## src/hw/rtl/pdc_pkg.sv

```systemverilog
`timescale 1ns / 1ps
// Package for the PWM divider and cycle calculator: constants, request and
// result layouts, stage carry types. No dependencies.
package pdc_pkg;

    localparam int unsigned NS_PER_S      = 1000000000;
    localparam int unsigned DIV_MAGIC     = 255 * 65537 + 2 * 65536 + 1;
    localparam int unsigned PRESC_DIV     = 65537;
    localparam int unsigned DIV_EXP_MAX   = 8;
    localparam int unsigned PRESC_MAX     = 255;

    localparam int NS_W   = 40;
    localparam int RATE_W = 32;
    localparam int QNS_W  = 11;   // ns / 1e9 for a 40-bit ns value
    localparam int CYC_W  = 43;   // floor(ns * rate / 1e9)

    // Pipelined divide by 1e9; dividend stays below 1e9 * 2^32.
    // Reciprocal floor(2^62 / 1e9) applied to dividend[61:30], then >> 32.
    localparam int CDIV_NW     = 62;
    localparam int CDIV_QW     = 32;
    localparam int CDIV_RW     = 30;
    localparam int CDIV_PW     = 65;
    localparam int CDIV_STAGES = 3;
    localparam logic [CDIV_NW-1:0] CDIV_DEN   = CDIV_NW'(NS_PER_S);
    localparam logic [32:0]        CDIV_RECIP = 33'd4611686018;
    localparam logic [31:0]        CDIV_D1    = 32'd1000000000;
    localparam logic [31:0]        CDIV_D2    = 32'd2000000000;
    localparam logic [31:0]        CDIV_D3    = 32'd3000000000;

    // Pipelined divide by a 9-bit value, bit-serial restoring
    localparam int SDIV_NW     = 44;
    localparam int SDIV_DW     = 9;
    localparam int SDIV_STEPS  = 4;
    localparam int SDIV_STAGES = SDIV_NW / SDIV_STEPS;

    localparam logic CFG_HOSC = 1'b0;
    localparam logic CFG_BUS  = 1'b1;

    typedef enum logic [1:0] {
        ST_VALID    = 2'd0,
        ST_DISABLED = 2'd1,
        ST_INVALID  = 2'd2
    } status_t;

    typedef struct packed {
        logic [3:0]      neighbor_div_m;
        logic            neighbor_use_bus;
        logic            neighbor_enabled;
        logic [NS_W-1:0] duty_ns;
        logic [NS_W-1:0] period_ns;
        logic            polarity_normal;
        logic            was_enabled;
        logic            enable_requested;
    } req_t;

    typedef struct packed {
        logic        toggle_enable;
        logic        active_high;
        logic [15:0] active_field;
        logic [15:0] entire_field;
        logic [7:0]  prescale_value;
        logic [3:0]  div_exponent;
        logic        use_bus_clock;
        logic        write_clock_cfg;
        status_t     status;
    } res_t;

    typedef struct packed {
        logic       en;
        logic       was;
        logic       pol;
        logic       nb_en;
        logic       nb_bus;
        logic [3:0] nb_div;
    } ctl_t;

    typedef struct packed {
        ctl_t       ctl;
        logic       use_bus;
        logic       bad;
        logic [3:0] div_m;
    } mid_t;

    typedef struct packed {
        mid_t       mid;
        logic [7:0] presc;
    } tail_t;

endpackage

```

## src/hw/rtl/pdc_cdiv.sv

```systemverilog
`timescale 1ns / 1ps
// Three-stage divide by 1e9: reciprocal multiply, back-multiply, correction.
// Uses pdc_pkg constants.
module pdc_cdiv (
    input  logic                         clk,
    input  logic                         adv,
    input  logic [pdc_pkg::CDIV_NW-1:0]  dividend,
    output logic [pdc_pkg::CDIV_QW-1:0]  quotient,
    output logic [pdc_pkg::CDIV_RW-1:0]  remainder
);

    logic [pdc_pkg::CDIV_NW-1:0] num1_reg;
    logic [pdc_pkg::CDIV_PW-1:0] est1_reg;
    logic [pdc_pkg::CDIV_QW-1:0] quo2_reg;
    logic [pdc_pkg::CDIV_QW-1:0] rem2_reg;
    logic [pdc_pkg::CDIV_QW-1:0] quo_reg;
    logic [pdc_pkg::CDIV_RW-1:0] rem_reg;
    logic [pdc_pkg::CDIV_QW-1:0] quo_est;
    logic [pdc_pkg::CDIV_NW-1:0] rem_full;
    logic                        ge1;
    logic                        ge2;
    logic                        ge3;
    logic [1:0]                  fix;
    logic [pdc_pkg::CDIV_QW-1:0] rem_fix;

    // estimate is never high and at most three low, so the remainder is below 4e9
    assign quo_est  = est1_reg[2*pdc_pkg::CDIV_QW-1:pdc_pkg::CDIV_QW];
    assign rem_full = num1_reg - pdc_pkg::CDIV_NW'(quo_est) * pdc_pkg::CDIV_DEN;

    always_comb
    begin
        ge1 = rem2_reg >= pdc_pkg::CDIV_D1;
        ge2 = rem2_reg >= pdc_pkg::CDIV_D2;
        ge3 = rem2_reg >= pdc_pkg::CDIV_D3;
        fix = 2'(ge1) + 2'(ge2) + 2'(ge3);
        if (ge3)
            rem_fix = rem2_reg - pdc_pkg::CDIV_D3;
        else if (ge2)
            rem_fix = rem2_reg - pdc_pkg::CDIV_D2;
        else if (ge1)
            rem_fix = rem2_reg - pdc_pkg::CDIV_D1;
        else
            rem_fix = rem2_reg;
    end

    always_ff @(posedge clk)
    begin
        if (adv)
        begin
            est1_reg <= pdc_pkg::CDIV_PW'(dividend[pdc_pkg::CDIV_NW-1:
                                                   pdc_pkg::CDIV_NW-pdc_pkg::CDIV_QW])
                      * pdc_pkg::CDIV_PW'(pdc_pkg::CDIV_RECIP);
            num1_reg <= dividend;
            quo2_reg <= quo_est;
            rem2_reg <= rem_full[pdc_pkg::CDIV_QW-1:0];
            quo_reg  <= quo2_reg + pdc_pkg::CDIV_QW'(fix);
            rem_reg  <= rem_fix[pdc_pkg::CDIV_RW-1:0];
        end
    end

    assign quotient  = quo_reg;
    assign remainder = rem_reg;

endmodule

```

## config.mk

```make
export PLATFORM = sky130hd
export DESIGN_NAME = pdc_cdiv
export DESIGN_NICKNAME = d
export VERILOG_FILES = /design/src/hw/rtl/pdc_pkg.sv /design/src/hw/rtl/pdc_cdiv.sv
export SDC_FILE = /design/constraint.sdc
export NUM_CORES = 2
export LEC_CHECK = 0
export BUFFER_PORTS_ARGS = -buffer_cell sky130_fd_sc_hd__buf_2
export CAP_MARGIN = 20
export CELL_PAD_IN_SITES_DETAIL_PLACEMENT = 1
export CELL_PAD_IN_SITES_GLOBAL_PLACEMENT = 2
export CORE_MARGIN = 5
export CORE_UTILIZATION = 45
export CTS_BUF_LIST = sky130_fd_sc_hd__clkbuf_8 sky130_fd_sc_hd__clkbuf_16
export DETAILED_ROUTE_END_ITERATION = 8
export HOLD_SLACK_MARGIN = 0.03
export PLACE_DENSITY = 0.94
export SLEW_MARGIN = 0
export SYNTH_ARGS = -nofsm -noshare
export SYNTH_HDL_FRONTEND = slang
export SYNTH_SLANG_ARGS = --single-unit
```

## constraint.sdc

```tcl
create_clock -name clk -period 22.5 [get_ports clk]
set_input_delay 3.375 -clock clk [delete_from_list [all_inputs] [get_ports clk]]
set_output_delay 3.375 -clock clk [all_outputs]
set_load 0.1 [all_outputs]
```

==> flow_metrics.tcl <==
set metrics [dict create \
    synth_seq_cells 190 \
    portBuffers 125 \
    hold_class "flip-flop to flip-flop" \
    n_fill_cell 6630 \
    synthDistinctLibCells 90 \
    r2r_slack_ns 15.13 \
    finalSetupTns_ns 0 \
    drtIter0Drc 788 \
    grt_pass1_vias 20800 \
    cts_sinks 190 \
    synth_edf_count 190 \
    final_max_slew_viol_count 0 \
    grt_antenna_before_repair 0 \
    grt_pass1_wl_mm 117 \
    ctsHoldBuffers 0 \
    start_util_pct 45.4 \
    r2r-end "rem2_reg[31]" \
    rr_worst_depth 23 \
    dr.pass1.iters 5 \
    syn_to_final_growth_pct 7.55 \
    cp_max_fo 10 \
    dieArea_sq_um 66000 \
    vias_per_cell 5.27 \
    grt_setup_unrepaired "false" \
    relSlewSlack_pct 30.5 \
    synth_flop_cell "edfxtp_1" \
    hold_viol 0 \
    syn_area_per_cell_sq_um 11.0 \
    fin_ws_ns 12.39 \
    period_minus_slack_ns 10.11 \
    htreeDepth 4 \
    yosysWarnings 0 \
    place_congestion 0.916 \
    grt-ovfl-total 0 \
    cp_data_arrival_time_ns 10.42 \
    netlist.top_cell.by_area "fa_1" \
    syn_area_sq_um 27400 \
    post-route-util_pct 48.9 \
    critPathKind "input port to flip-flop" \
    core_sq_um 60400 \
    dp_hpwl_mm 63.1 \
    syn-num-nets 3478 \
    drv_cap 0 \
    grt_max_degree 108 \
    routed_wl_mm 73.4 \
    synthCells 2487 \
    max_freq_mhz 98.9 \
    largest_reg_flops 33 \
    finalSetupViolCount 0 \
    rows 90 \
    die_w_um 257 \
    min_from "est1_reg[61]" \
    critPathRequiredTime_ns 22.81 \
    path_clk_slew_ns 0.08 \
    async_flop_share_pct 0 \
    yosys-top-cells-area "fa_1 (28%), ha_1 (25%), edfxtp_1 (21%)" \
    endpoint_kind "flip-flop" \
    cts_tree "built" \
    die_h_um 257 \
    nNetsFinal 3604 \
    avgRoutedWirePerCell_um 21.5 \
    yosys.area.top_type_share_pct 28.2 \
    clock_latency_ns 0.47 \
    status "complete, no violations" \
    fin_worst_skew_ns 0.0136 \
    post_cts_resized 0 \
    hold_depth 0 \
    drive_gt1_share_pct 7.35 \
    drcViolationCount 0 \
    fin_crit_sh_pct 44.9 \
    clk_path_buf_depth 2 \
    hold_path_end "quo2_reg[29]" \
    tightest_slew_ns 1.04 \
    start_kind "input port" \
    ys_seq_area_share_pct 20.8 \
    root_buffer "clkbuf_16" \
    r2r-start "est1_reg[34]" \
    cts-buffers-inserted 17 \
    vias 18000 \
    antenna_left 0 \
    n_antenna_cell 0 \
    grt_usage_pct 22.7 \
    place_ws_ns 11.87 \
    io_pins 126 \
    post_cts_buffers 0 \
]
[per-stage QoR]
| step | hold slack, ns | instance area (sq um) | cells |
|---|---|---|---|
| global placement | 0.404 | 28900 | 3376 |
| finish | 0.426 | 29500 | 3408 |
| CTS | 0.428 | 29500 | 3408 |
| floorplan | 0.400 | 27400 | 2487 |
| global route | 0.442 | 29500 | 3408 |
| detailed placement | 0.406 | 28900 | 3376 |
[logic make-up after synthesis]
logic type,share of synthesized area [%]
and+or+nand+nor,5.84
muxes,0.182
DFF,20.8
AOI/OAI and AO/OA,6.55
buffers and inverters,9.13
adders and majority gates,52.9
xor gates and xnor gates,4.65
[synth_stat cells, types with 3 or more instances]
cell,count
nand3_1,31
nor4_1,4
clkbuf_8,3
a2111oi_0,3
ha_1,541
clkbuf_1,8
nor4b_1,4
nand2_1,75
o31ai_1,3
a21oi_1,71
nand2b_1,10
mux2i_1,5
inv_2,4
a21boi_0,7
a2bb2oi_1,3
xor2_1,43
nor2_1,77
inv_1,621
fa_1,386
nor3_1,18
and4_1,5
nor2b_1,14
or3_1,7
o21a_1,12
o21ai_0,49
a31oi_1,11
xnor2_1,100
a21o_1,37
edfxtp_1,190
or2_2,4
buf_6,6
and3_1,16
nand3b_1,3
nand4_1,16
a2111oi_2,3
o22ai_1,6
o211ai_1,10
a211oi_1,5
and2_1,9
o21bai_1,9
[cell type report]
| class | instances | area (sq um) | area share [%] |
|---|---|---|---|
| Clock inverter | 15 | 184 | 0.623 |
| Sequential cell | 190 | 5710 | 19.3 |
| Multi-Input combinational cell | 1653 | 19200 | 65.1 |
| Tap cell | 782 | 978 | 3.32 |
| Clock buffer | 17 | 425 | 1.44 |
| Inverter | 625 | 2350 | 7.95 |
| Timing Repair Buffer | 126 | 642 | 2.18 |
[layout by cell type, fill, tap and decap left out, drive strengths merged, types with 4 or more instances in the layout]
master     n
a2111oi    6
a211oi     5
a21boi     7
a21o      38
a21oi     72
a31oi     11
and2      11
and3      17
and4       5
buf      125
clkbuf    18
clkinv     7
edfxtp   190
fa       386
ha       541
inv      633
mux2i      5
nand2     75
nand2b    10
nand3     33
nand4     16
nor2      78
nor2b     14
nor3      18
nor4       5
nor4b      5
o211ai    10
o21a      13
o21ai     53
o21bai     9
o22ai      6
o31ai      4
or2        4
or3        7
xnor2    100
xor2      43
[layer usage]
| metal | part of all wire [%] | GRT usage (%) |
|---|---|---|
| met5 | 0 | 0 |
| met4 | 2.6 | 6.32 |
| met3 | 2.8 | 2.66 |
| met2 | 53 | 42.0 |
| met1 | 42 | 28.0 |
[critical path, cell delays in order]
cell and delay (ns):
buf_2 0.32, fa_1 0.52, fa_1 0.48, fa_1 0.54, inv_1 0.05, fa_1 0.51, inv_1 0.06, fa_1 0.53
fa_1 0.47, fa_1 0.54, ha_1 0.32, ha_1 0.34, o21ai_0 0.18, a21oi_1 0.11, a21boi_0 0.16, or4b_2 0.73
nand3_1 0.14, nor3b_2 0.32, o41ai_1 0.18, a2111o_1 0.43, o211ai_1 0.09
[worst max path at each step]
stage                            start           end  depth (start not counted)  slack, ns
after floorplan           dividend[52]  est1_reg[52]                         22      12.83
after global placement    dividend[50]  est1_reg[63]                         23      12.00
after detailed placement  dividend[55]  est1_reg[63]                         23      11.87
after CTS                 dividend[55]  est1_reg[63]                         23      12.38
after global routing      dividend[50]  est1_reg[63]                         23      12.10
final                     dividend[49]  est1_reg[63]                         21      12.39
Power is not shown: default switching activity piles up to over one toggle a cycle in this logic, so the estimate is an artifact.
