$ cat src/hw/rtl/pdc_pkg.sv
`timescale 1ns / 1ps
// Package for the PWM divider and cycle calculator: constants, request and
// result layouts, stage carry types. No dependencies.
package pdc_pkg;

    localparam int unsigned NS_PER_S      = 1000000000;
    localparam int unsigned DIV_MAGIC     = 255 * 65537 + 2 * 65536 + 1;
    localparam int unsigned PRESC_DIV     = 65537;
    localparam int unsigned DIV_EXP_MAX   = 8;
    localparam int unsigned PRESC_MAX     = 255;

    localparam int NS_W   = 40;
    localparam int RATE_W = 32;
    localparam int QNS_W  = 11;   // ns / 1e9 for a 40-bit ns value
    localparam int CYC_W  = 43;   // floor(ns * rate / 1e9)

    // Pipelined divide by 1e9; dividend stays below 1e9 * 2^32.
    // Reciprocal floor(2^62 / 1e9) applied to dividend[61:30], then >> 32.
    localparam int CDIV_NW     = 62;
    localparam int CDIV_QW     = 32;
    localparam int CDIV_RW     = 30;
    localparam int CDIV_PW     = 65;
    localparam int CDIV_STAGES = 3;
    localparam logic [CDIV_NW-1:0] CDIV_DEN   = CDIV_NW'(NS_PER_S);
    localparam logic [32:0]        CDIV_RECIP = 33'd4611686018;
    localparam logic [31:0]        CDIV_D1    = 32'd1000000000;
    localparam logic [31:0]        CDIV_D2    = 32'd2000000000;
    localparam logic [31:0]        CDIV_D3    = 32'd3000000000;

    // Pipelined divide by a 9-bit value, bit-serial restoring
    localparam int SDIV_NW     = 44;
    localparam int SDIV_DW     = 9;
    localparam int SDIV_STEPS  = 4;
    localparam int SDIV_STAGES = SDIV_NW / SDIV_STEPS;

    localparam logic CFG_HOSC = 1'b0;
    localparam logic CFG_BUS  = 1'b1;

    typedef enum logic [1:0] {
        ST_VALID    = 2'd0,
        ST_DISABLED = 2'd1,
        ST_INVALID  = 2'd2
    } status_t;

    typedef struct packed {
        logic [3:0]      neighbor_div_m;
        logic            neighbor_use_bus;
        logic            neighbor_enabled;
        logic [NS_W-1:0] duty_ns;
        logic [NS_W-1:0] period_ns;
        logic            polarity_normal;
        logic            was_enabled;
        logic            enable_requested;
    } req_t;

    typedef struct packed {
        logic        toggle_enable;
        logic        active_high;
        logic [15:0] active_field;
        logic [15:0] entire_field;
        logic [7:0]  prescale_value;
        logic [3:0]  div_exponent;
        logic        use_bus_clock;
        logic        write_clock_cfg;
        status_t     status;
    } res_t;

    typedef struct packed {
        logic       en;
        logic       was;
        logic       pol;
        logic       nb_en;
        logic       nb_bus;
        logic [3:0] nb_div;
    } ctl_t;

    typedef struct packed {
        ctl_t       ctl;
        logic       use_bus;
        logic       bad;
        logic [3:0] div_m;
    } mid_t;

    typedef struct packed {
        mid_t       mid;
        logic [7:0] presc;
    } tail_t;

endpackage

$ cat src/hw/rtl/pdc_sdiv.sv
`timescale 1ns / 1ps
// Pipelined bit-serial restoring divide of a 44-bit value by a nonzero
// 9-bit divisor, four bits per stage. Uses pdc_pkg constants.
module pdc_sdiv (
    input  logic                         clk,
    input  logic                         adv,
    input  logic [pdc_pkg::SDIV_NW-1:0]  dividend,
    input  logic [pdc_pkg::SDIV_DW-1:0]  divisor,
    output logic [pdc_pkg::SDIV_NW-1:0]  quotient
);

    // dq holds the unconsumed dividend bits; quotient bits shift in below
    logic [pdc_pkg::SDIV_NW-1:0] dq_reg   [pdc_pkg::SDIV_STAGES];
    logic [pdc_pkg::SDIV_DW-1:0] rem_reg  [pdc_pkg::SDIV_STAGES];
    logic [pdc_pkg::SDIV_DW-1:0] den_reg  [pdc_pkg::SDIV_STAGES];
    logic [pdc_pkg::SDIV_NW-1:0] dq_next  [pdc_pkg::SDIV_STAGES];
    logic [pdc_pkg::SDIV_DW-1:0] rem_next [pdc_pkg::SDIV_STAGES];
    logic [pdc_pkg::SDIV_DW-1:0] den_next [pdc_pkg::SDIV_STAGES];
    logic [pdc_pkg::SDIV_NW-1:0] dq_cur;
    logic [pdc_pkg::SDIV_DW-1:0] rem_cur;
    logic [pdc_pkg::SDIV_DW-1:0] den_cur;
    logic [pdc_pkg::SDIV_DW:0]   trial;

    always_comb
    begin
        dq_cur  = '0;
        rem_cur = '0;
        den_cur = '0;
        trial   = '0;
        for (int s = 0; s < pdc_pkg::SDIV_STAGES; s++)
        begin
            if (s == 0)
            begin
                dq_cur  = dividend;
                rem_cur = '0;
                den_cur = divisor;
            end
            else
            begin
                dq_cur  = dq_reg[s-1];
                rem_cur = rem_reg[s-1];
                den_cur = den_reg[s-1];
            end
            for (int j = 0; j < pdc_pkg::SDIV_STEPS; j++)
            begin
                trial  = {rem_cur, dq_cur[pdc_pkg::SDIV_NW-1]};
                dq_cur = {dq_cur[pdc_pkg::SDIV_NW-2:0], 1'b0};
                if (trial >= {1'b0, den_cur})
                begin
                    trial     = trial - {1'b0, den_cur};
                    dq_cur[0] = 1'b1;
                end
                rem_cur = trial[pdc_pkg::SDIV_DW-1:0];
            end
            dq_next[s]  = dq_cur;
            rem_next[s] = rem_cur;
            den_next[s] = den_cur;
        end
    end

    always_ff @(posedge clk)
    begin
        if (adv)
        begin
            for (int s = 0; s < pdc_pkg::SDIV_STAGES; s++)
            begin
                dq_reg[s]  <= dq_next[s];
                rem_reg[s] <= rem_next[s];
                den_reg[s] <= den_next[s];
            end
        end
    end

    assign quotient = dq_reg[pdc_pkg::SDIV_STAGES-1];

endmodule

$ cat config.mk
export PLATFORM = sky130hd
export DESIGN_NAME = pdc_sdiv
export DESIGN_NICKNAME = d
export VERILOG_FILES = /design/src/hw/rtl/pdc_pkg.sv /design/src/hw/rtl/pdc_sdiv.sv
export SDC_FILE = /design/constraint.sdc
export NUM_CORES = 1
export LEC_CHECK = 0
export BUFFER_PORTS_ARGS = -buffer_cell sky130_fd_sc_hd__buf_2
export CORE_MARGIN = 8
export CORE_UTILIZATION = 60
export DETAILED_ROUTE_END_ITERATION = 16
export GPL_TIMING_DRIVEN = 0
export PLACE_DENSITY = 0.77
export SETUP_SLACK_MARGIN = 0.4
export SYNTH_ARGS = -nofsm -noshare
export SYNTH_HDL_FRONTEND = slang
export SYNTH_SLANG_ARGS = --single-unit
export TNS_END_PERCENT = 10
$ cat constraint.sdc
create_clock -name clk -period 11.9 [get_ports clk]
set_clock_uncertainty 0.2 [all_clocks]
set_input_delay 1.19 -clock clk [delete_from_list [all_inputs] [get_ports clk]]
set_output_delay 1.19 -clock clk [all_outputs]
set_load 0.01 [all_outputs]
==> flow_summary_export.csv, run 1 <==
group,metric,value,unit
run_status,status,"finished clean",
synthesis,ys_ff_latch,664,
floorplanning,die_x,273,um
clock_network,cts_tree,"done",
route,wl_met1,34400,um
route,dr.pass1.iters,5,
route,ant_nets,0,
route,highest_layer,"met4",
floorplanning,die_y,273,um
setup_path,cp.arrival,11.06,ns
placement,place_hpwl,59300,um
setup_path,r2r_slack,1.0,ns
floorplanning,ios,99,
global_routing,grt_util_all_layers,21.0,%
setup_path,crit_required,12.06,ns
clock_network,cts_buffers,69,
synthesis,postSynthCellCount,3300,
route,wl_per_cell,18.0,um
clock_network,htree_levels,3,
setup_path,cp_common_cell,"a21oi_1",
sta,report.final.setup_viol,0,
hold_path,hp-class,"reg2reg",
synthesis,syn_avg_cell_area,12.0,um2
sta,max_freq,91.7,MHz
setup_path,slowest_stage,"a2111oi_0",
placement,port-buffer-count,98,
floorplanning,core_area,65600,um2
sta,worst_pin_slew,1.05,ns
sta,min_period_over_period,91.6,%
synthesis,synth-async-reset-ratio,0,%
cells_and_area,final_common_cell,"edfxtp_1",
setup_path,max_stage_delay,0.67,ns
clock_network,cts.sink_count,664,
synthesis,yosys_warnings,0,
job,drv_cap,0,
setup_path,path_max_fanout,10,
global_routing,grt_max_degree,139,
cells_and_area,finalInstanceArea,43600,um2
route,wl,79200,um
route,route.detailed.drc,0,
floorplanning,start_util,60.4,%
placement,gp_congestion,0.920,
clock_network,worstSkewPairLatency,0.61,ns
clock_network,clockBufferDepth,3,
hold_path,hold_end,"dq_reg[2][7]",
setup_path,cp-end-kind,"flop",
global_routing,grt_antenna_before_repair,0,
sta,final_hold_viol_count,0,
sta,slew_violations,0,
hold_path,min_from,"dq_reg[1][3]",
clock_network,clkTransAtPathRegs,0.06,ns
route,vias,26000,
cells_and_area,largest_reg_flops,484,
synthesis,synthFlopType,"edfxtp_1",
setup_path,reg2reg_depth,37,
setup_path,worstSetupStartpointType,"flop",
synthesis,yosysUniqueCellTypes,71,
global_routing,grt_pass1_wl,130000,um
route,routed_via_density,5.92,
cells_and_area,antenna_cells,0,
clock_network,cts_hold_buf,0,
clock_network,cts-root-buf,"clkbuf_16",
floorplanning,die_area,74500,um2
global_routing,grt-ovfl-total,0,
sta,layout_min_cycle_time,10.90,ns
route,wl_met3,3680,um
synthesis,yosysSeqAreaShare,50.3,%
sta,rsz0062_at_grt,"yes",
setup_path,r2r-end,"rem_reg[1][6]",
cells_and_area,mostFrequentLayoutCells,"edfxtp_1 (664), ha_1 (389), inv_1 (266)",
synthesis,syn-cell-area,39600,um2
cells_and_area,drive_above_1_share,12.2,%
global_routing,first_global_vias,26100,
floorplanning,fp-row-count,94,
hold_path,hold_depth,0,
cells_and_area,nets,3963,
placement,placed_area,41400,um2
sta,max-slew-margin-rel,29.4,%
setup_path,worst-setup-path-type,"reg2reg",
synthesis,synth_edf_count,664,
synthesis,synth_nets,3786,
cells_and_area,syn_to_final_growth,9.91,%
setup_path,r2r_start,"den_reg[0][0]",
route,dr_wl_met2,38700,um
route,first_iter_violations,1809,
[repair_timing]
item | in CTS | in global routing
endpoints found under the setup margin | 0 | 44
resized for setup | 0 | 5
buffers inserted | 0 | 3
[synthesized netlist by cell type, drive strengths merged (22+ instances only)]
cell / n / area (um2)
o21a: 55 / 413
mux2: 189 / 2130
or3: 28 / 175
mux2i: 41 / 410
xor2: 99 / 867
nand2b: 41 / 257
o21ai: 210 / 1050
a21o: 92 / 691
nand3: 22 / 110
nand2: 133 / 499
fa: 42 / 841
nor2b: 79 / 494
edfxtp: 664 / 19900
nand4: 70 / 438
xnor2: 143 / 1250
o21bai: 22 / 165
inv: 269 / 1010
a211oi: 22 / 178
nor2: 189 / 717
nor3: 44 / 225
ha: 389 / 4870
clkbuf: 32 / 120
a21oi: 212 / 1060
[layout make-up]
cell class / count / area (um2)
flip-flops and latches: 664 / 19900
plain buffers: 34 / 130
multi-input cells: 2332 / 18600
inverters: 270 / 1020
repair buffers: 106 / 661
fillers: 4815 / 22100
clock buffers: 79 / 1760
well taps: 864 / 1080
clock inverters: 46 / 408
[how the worst max path moves through the flow]
stage,start,to,slack (ns),cells after the start
after global placement,adv,dq_reg[10][19],-0.04,1
after floorplan,den_reg[7][1],rem_reg[8][1],2.79,36
after CTS,den_reg[7][1],rem_reg[8][4],0.84,36
final,den_reg[0][0],rem_reg[1][6],1.0,37
after global routing,den_reg[0][1],rem_reg[1][6],0.25,36
after detailed placement,den_reg[7][1],rem_reg[8][3],0.93,36
[layer usage]
| metal | vias to the layer above | global-route usage (%) |
|---|---|---|
| met5 | - | 0 |
| met4 | 0 | 7.50 |
| li1 | 12700 | - |
| met3 | 181 | 3.54 |
| met2 | 640 | 35.8 |
| met1 | 12500 | 26.9 |
[cells by family after synthesis]
group                    count (synthesis)  share of synthesized area (%)
flip-flops                             664                           50.3
AO/OA/AOI/OAI                          771                           12.4
adder cells (fa/ha/maj)                431                           14.4
buffers and inverters                  304                           2.89
multiplexers                           230                           6.40
XOR/XNOR                               242                           5.35
AND/OR/NAND/NOR                        658                           8.22
[stage by stage]
| stage | cells | setup slack (ns) | TNS (ns) | utilization [%] | hold slack, ns |
|---|---|---|---|---|---|
| 3_5_place_dp | 4267 | 0.927 | 0 | 63.0 | 0.205 |
| 5_1_grt | 4395 | 0.246 | 0 | 66.4 | 0.216 |
| 6_report | 4395 | 0.998 | 0 | 66.4 | 0.207 |
| 2_1_floorplan | 3300 | 2.79 | 0 | - | 0.200 |
| 3_3_place_gp | 4262 | -0.0390 | -3.82 | 62.8 | 0.200 |
| 4_1_cts | 4392 | 0.839 | 0 | 66.3 | 0.203 |
[worst max-delay path: cells and delay by family (launching register included)]
family | cells | cell delay (ns)
AO/OA/AOI/OAI | 19 | 5.28
adder cells (fa/ha/maj) | 5 | 1.77
AND/OR/NAND/NOR | 8 | 1.35
buffers and inverters | 3 | 0.81
multiplexers | 2 | 0.70
flip-flops | 1 | 0.52
Power of run 1 is not shown: default switching activity piles up to over one toggle a cycle in this logic, so the estimate is an artifact.
==> inputs of run 2 (changes only) <==
==> constraint.sdc (replaced) <==
create_clock -name clk -period 10.75 [get_ports clk]
set_clock_uncertainty 0.2 [all_clocks]
set_input_delay 2.6875 -clock clk [delete_from_list [all_inputs] [get_ports clk]]
set_output_delay 2.6875 -clock clk [all_outputs]
set_load 0.01 [all_outputs]
==> run 2 against run 1 <==
Critical path depth decreased by 7. Sequential share of layout area decreased by 0.66 points. Flip-flop and latch count unchanged. First-iteration DRC count unchanged. Critical endpoint is now rem_reg[0][3]. Clock-buffer cell count increased by 7. Via count increased by 0.76%. Die area unchanged.
==> flow_summary_export.csv, run 2 (same netlist as run 1, synthesis figures left out) <==
group,metric,value,unit
run_status,status,"finished clean",
hold_path,hp-class,"reg2reg",
route,first_iter_violations,1809,
global_routing,grt_antenna_before_repair,0,
floorplanning,die_x,273,um
setup_path,cp.arrival,10.23,ns
setup_path,r2r_start,"dq_reg[7][43]",
global_routing,grt-ovfl-total,0,
route,vias,26200,
cells_and_area,n_fill_cell,4790,
route,wl_per_cell,18.1,um
cells_and_area,syn_to_final_growth,11.5,%
sta,slew_violations,0,
floorplanning,start_util,60.4,%
cells_and_area,final-seq-area,19900,um2
cells_and_area,antenna_cells,0,
sta,final_hold_viol_count,0,
global_routing,grt_util_all_layers,21.1,%
setup_path,crit_required,10.89,ns
route,dr.pass1.iters,6,
sta,report.final.setup_viol,0,
clock_network,cts.sink_count,664,
setup_path,path_max_fanout,10,
clock_network,htree_levels,3,
route,ant_nets,0,
sta,max_freq,99.1,MHz
sta,max-slew-margin-rel,32.4,%
setup_path,slowest_stage,"fa_1",
sta,worst_pin_slew,0.999,ns
floorplanning,ios,99,
setup_path,worstSetupStartpointType,"primary input",
route,routed_via_density,5.91,
clock_network,clockBufferDepth,3,
placement,dp.cells,4266,
route,wl,80200,um
job,drv_cap,0,
floorplanning,die_y,273,um
setup_path,cp-end-kind,"flop",
cells_and_area,final_common_cell,"edfxtp_1",
cells_and_area,layout.cells.non_filler,4432,
clock_network,worstSkewPairLatency,0.62,ns
global_routing,first_global_vias,26500,
floorplanning,fp-row-count,94,
sta,tns,0,ns
placement,port-buffer-count,98,
clock_network,cts-root-buf,"clkbuf_16",
setup_path,worst-setup-path-type,"in2reg",
global_routing,grt_pass1_wl,131000,um
cells_and_area,multi_input_area,18700,um2
hold_path,min_from,"dq_reg[5][5]",
placement,gp_congestion,0.933,
sta,min_period_over_period,93.9,%
clock_network,clkTransAtPathRegs,0.06,ns
setup_path,max_stage_delay,0.51,ns
cells_and_area,drive_above_1_share,14.3,%
global_routing,grt_max_degree,144,
sta,rsz0062_at_grt,"yes",
cells_and_area,largest_reg_flops,484,
cells_and_area,mostFrequentLayoutCells,"edfxtp_1 (664), ha_1 (389), inv_1 (265)",
placement,place_hpwl,59400,um
clock_network,cts_tree,"done",
route,route.detailed.drc,0,
cells_and_area,nets,3999,
clock_network,cts_buffers,72,
setup_path,startpoint,"divisor[8]",
floorplanning,die_area,74500,um2
sta,layout_min_cycle_time,10.09,ns
floorplanning,core_area,65600,um2
-- run 2: cell types whose count changed in the layout (fill, tap and decap cells not counted), moves of 4 or more --
cell | previous run | this run
a21oi_1 | 212 | 207
clkbuf_1 | 41 | 25
clkinv_2 | 15 | 8
buf_4 | 3 | 36
clkbuf_2 | 1 | 18
o21ai_1 | 3 | 17
a21oi_2 | 0 | 5
o21ai_0 | 207 | 191
clkinvlp_4 | 4 | 8
bufinv_16 | 4 | 10
clkbuf_16 | 69 | 74
-- run 2: repair_timing --
action,in CTS,in global routing
endpoints found under the setup margin,76,100
gates cloned,0,1
pin swaps,3,8
resized for setup,12,81
buffers inserted,6,30
hold buffers,0,0
-- run 2: routing by layer --
| metal | global-route usage (%) | vias to the layer above | routed length, um |
|---|---|---|---|
| li1 | - | 12800 | - |
| met1 | 26.9 | 12600 | 34900 |
| met2 | 36.2 | 662 | 39300 |
| met3 | 3.30 | 178 | 3660 |
| met4 | 7.65 | 0 | 2220 |
| met5 | 0 | - | 0 |
-- run 2: worst paths after layout --
path	slack [ns]	endpoint	cells past startpoint
max	0.66	rem_reg[0][3]	30
min	0.21	dq_reg[6][9]	0
max reg2reg	0.86	rem_reg[8][7]	38
min reg2reg	0.21	dq_reg[6][9]	0
-- run 2: final cells by class --
class                      count  share of cell area, %
clock buffer                  86                   4.29
timing repair buffer         138                   1.99
multi-input combinational   2333                   42.4
buffer                        34                  0.354
inverter                     270                   2.30
clock inverter                43                   1.14
sequential                   664                   45.1
tap                          864                   2.45
-- run 2: worst max-delay path: cells and delay by family --
family                     cells  cell delay (ns)
muxes                          2             0.57
AOI/OAI and AO/OA             15             3.35
buffers and inverters          4             0.70
adders and majority gates      3             1.32
and+or+nand+nor                6             1.59
-- run 2: per-stage QoR --
step | hold slack (ns) | util, % | setup WS [ns] | cell area (um2)
final | 0.208 | 67.4 | 0.659 | 44200
after floorplan | 0.200 | - | 0.420 | 39600
after detailed placement | 0.205 | 63.0 | -1.05 | 41300
after global placement | 0.200 | 62.8 | -2.64 | 41200
after CTS | 0.214 | 66.8 | 0.152 | 43800
after global routing | 0.217 | 67.4 | 0.276 | 44200
Power of run 2 is left out for the same reason.
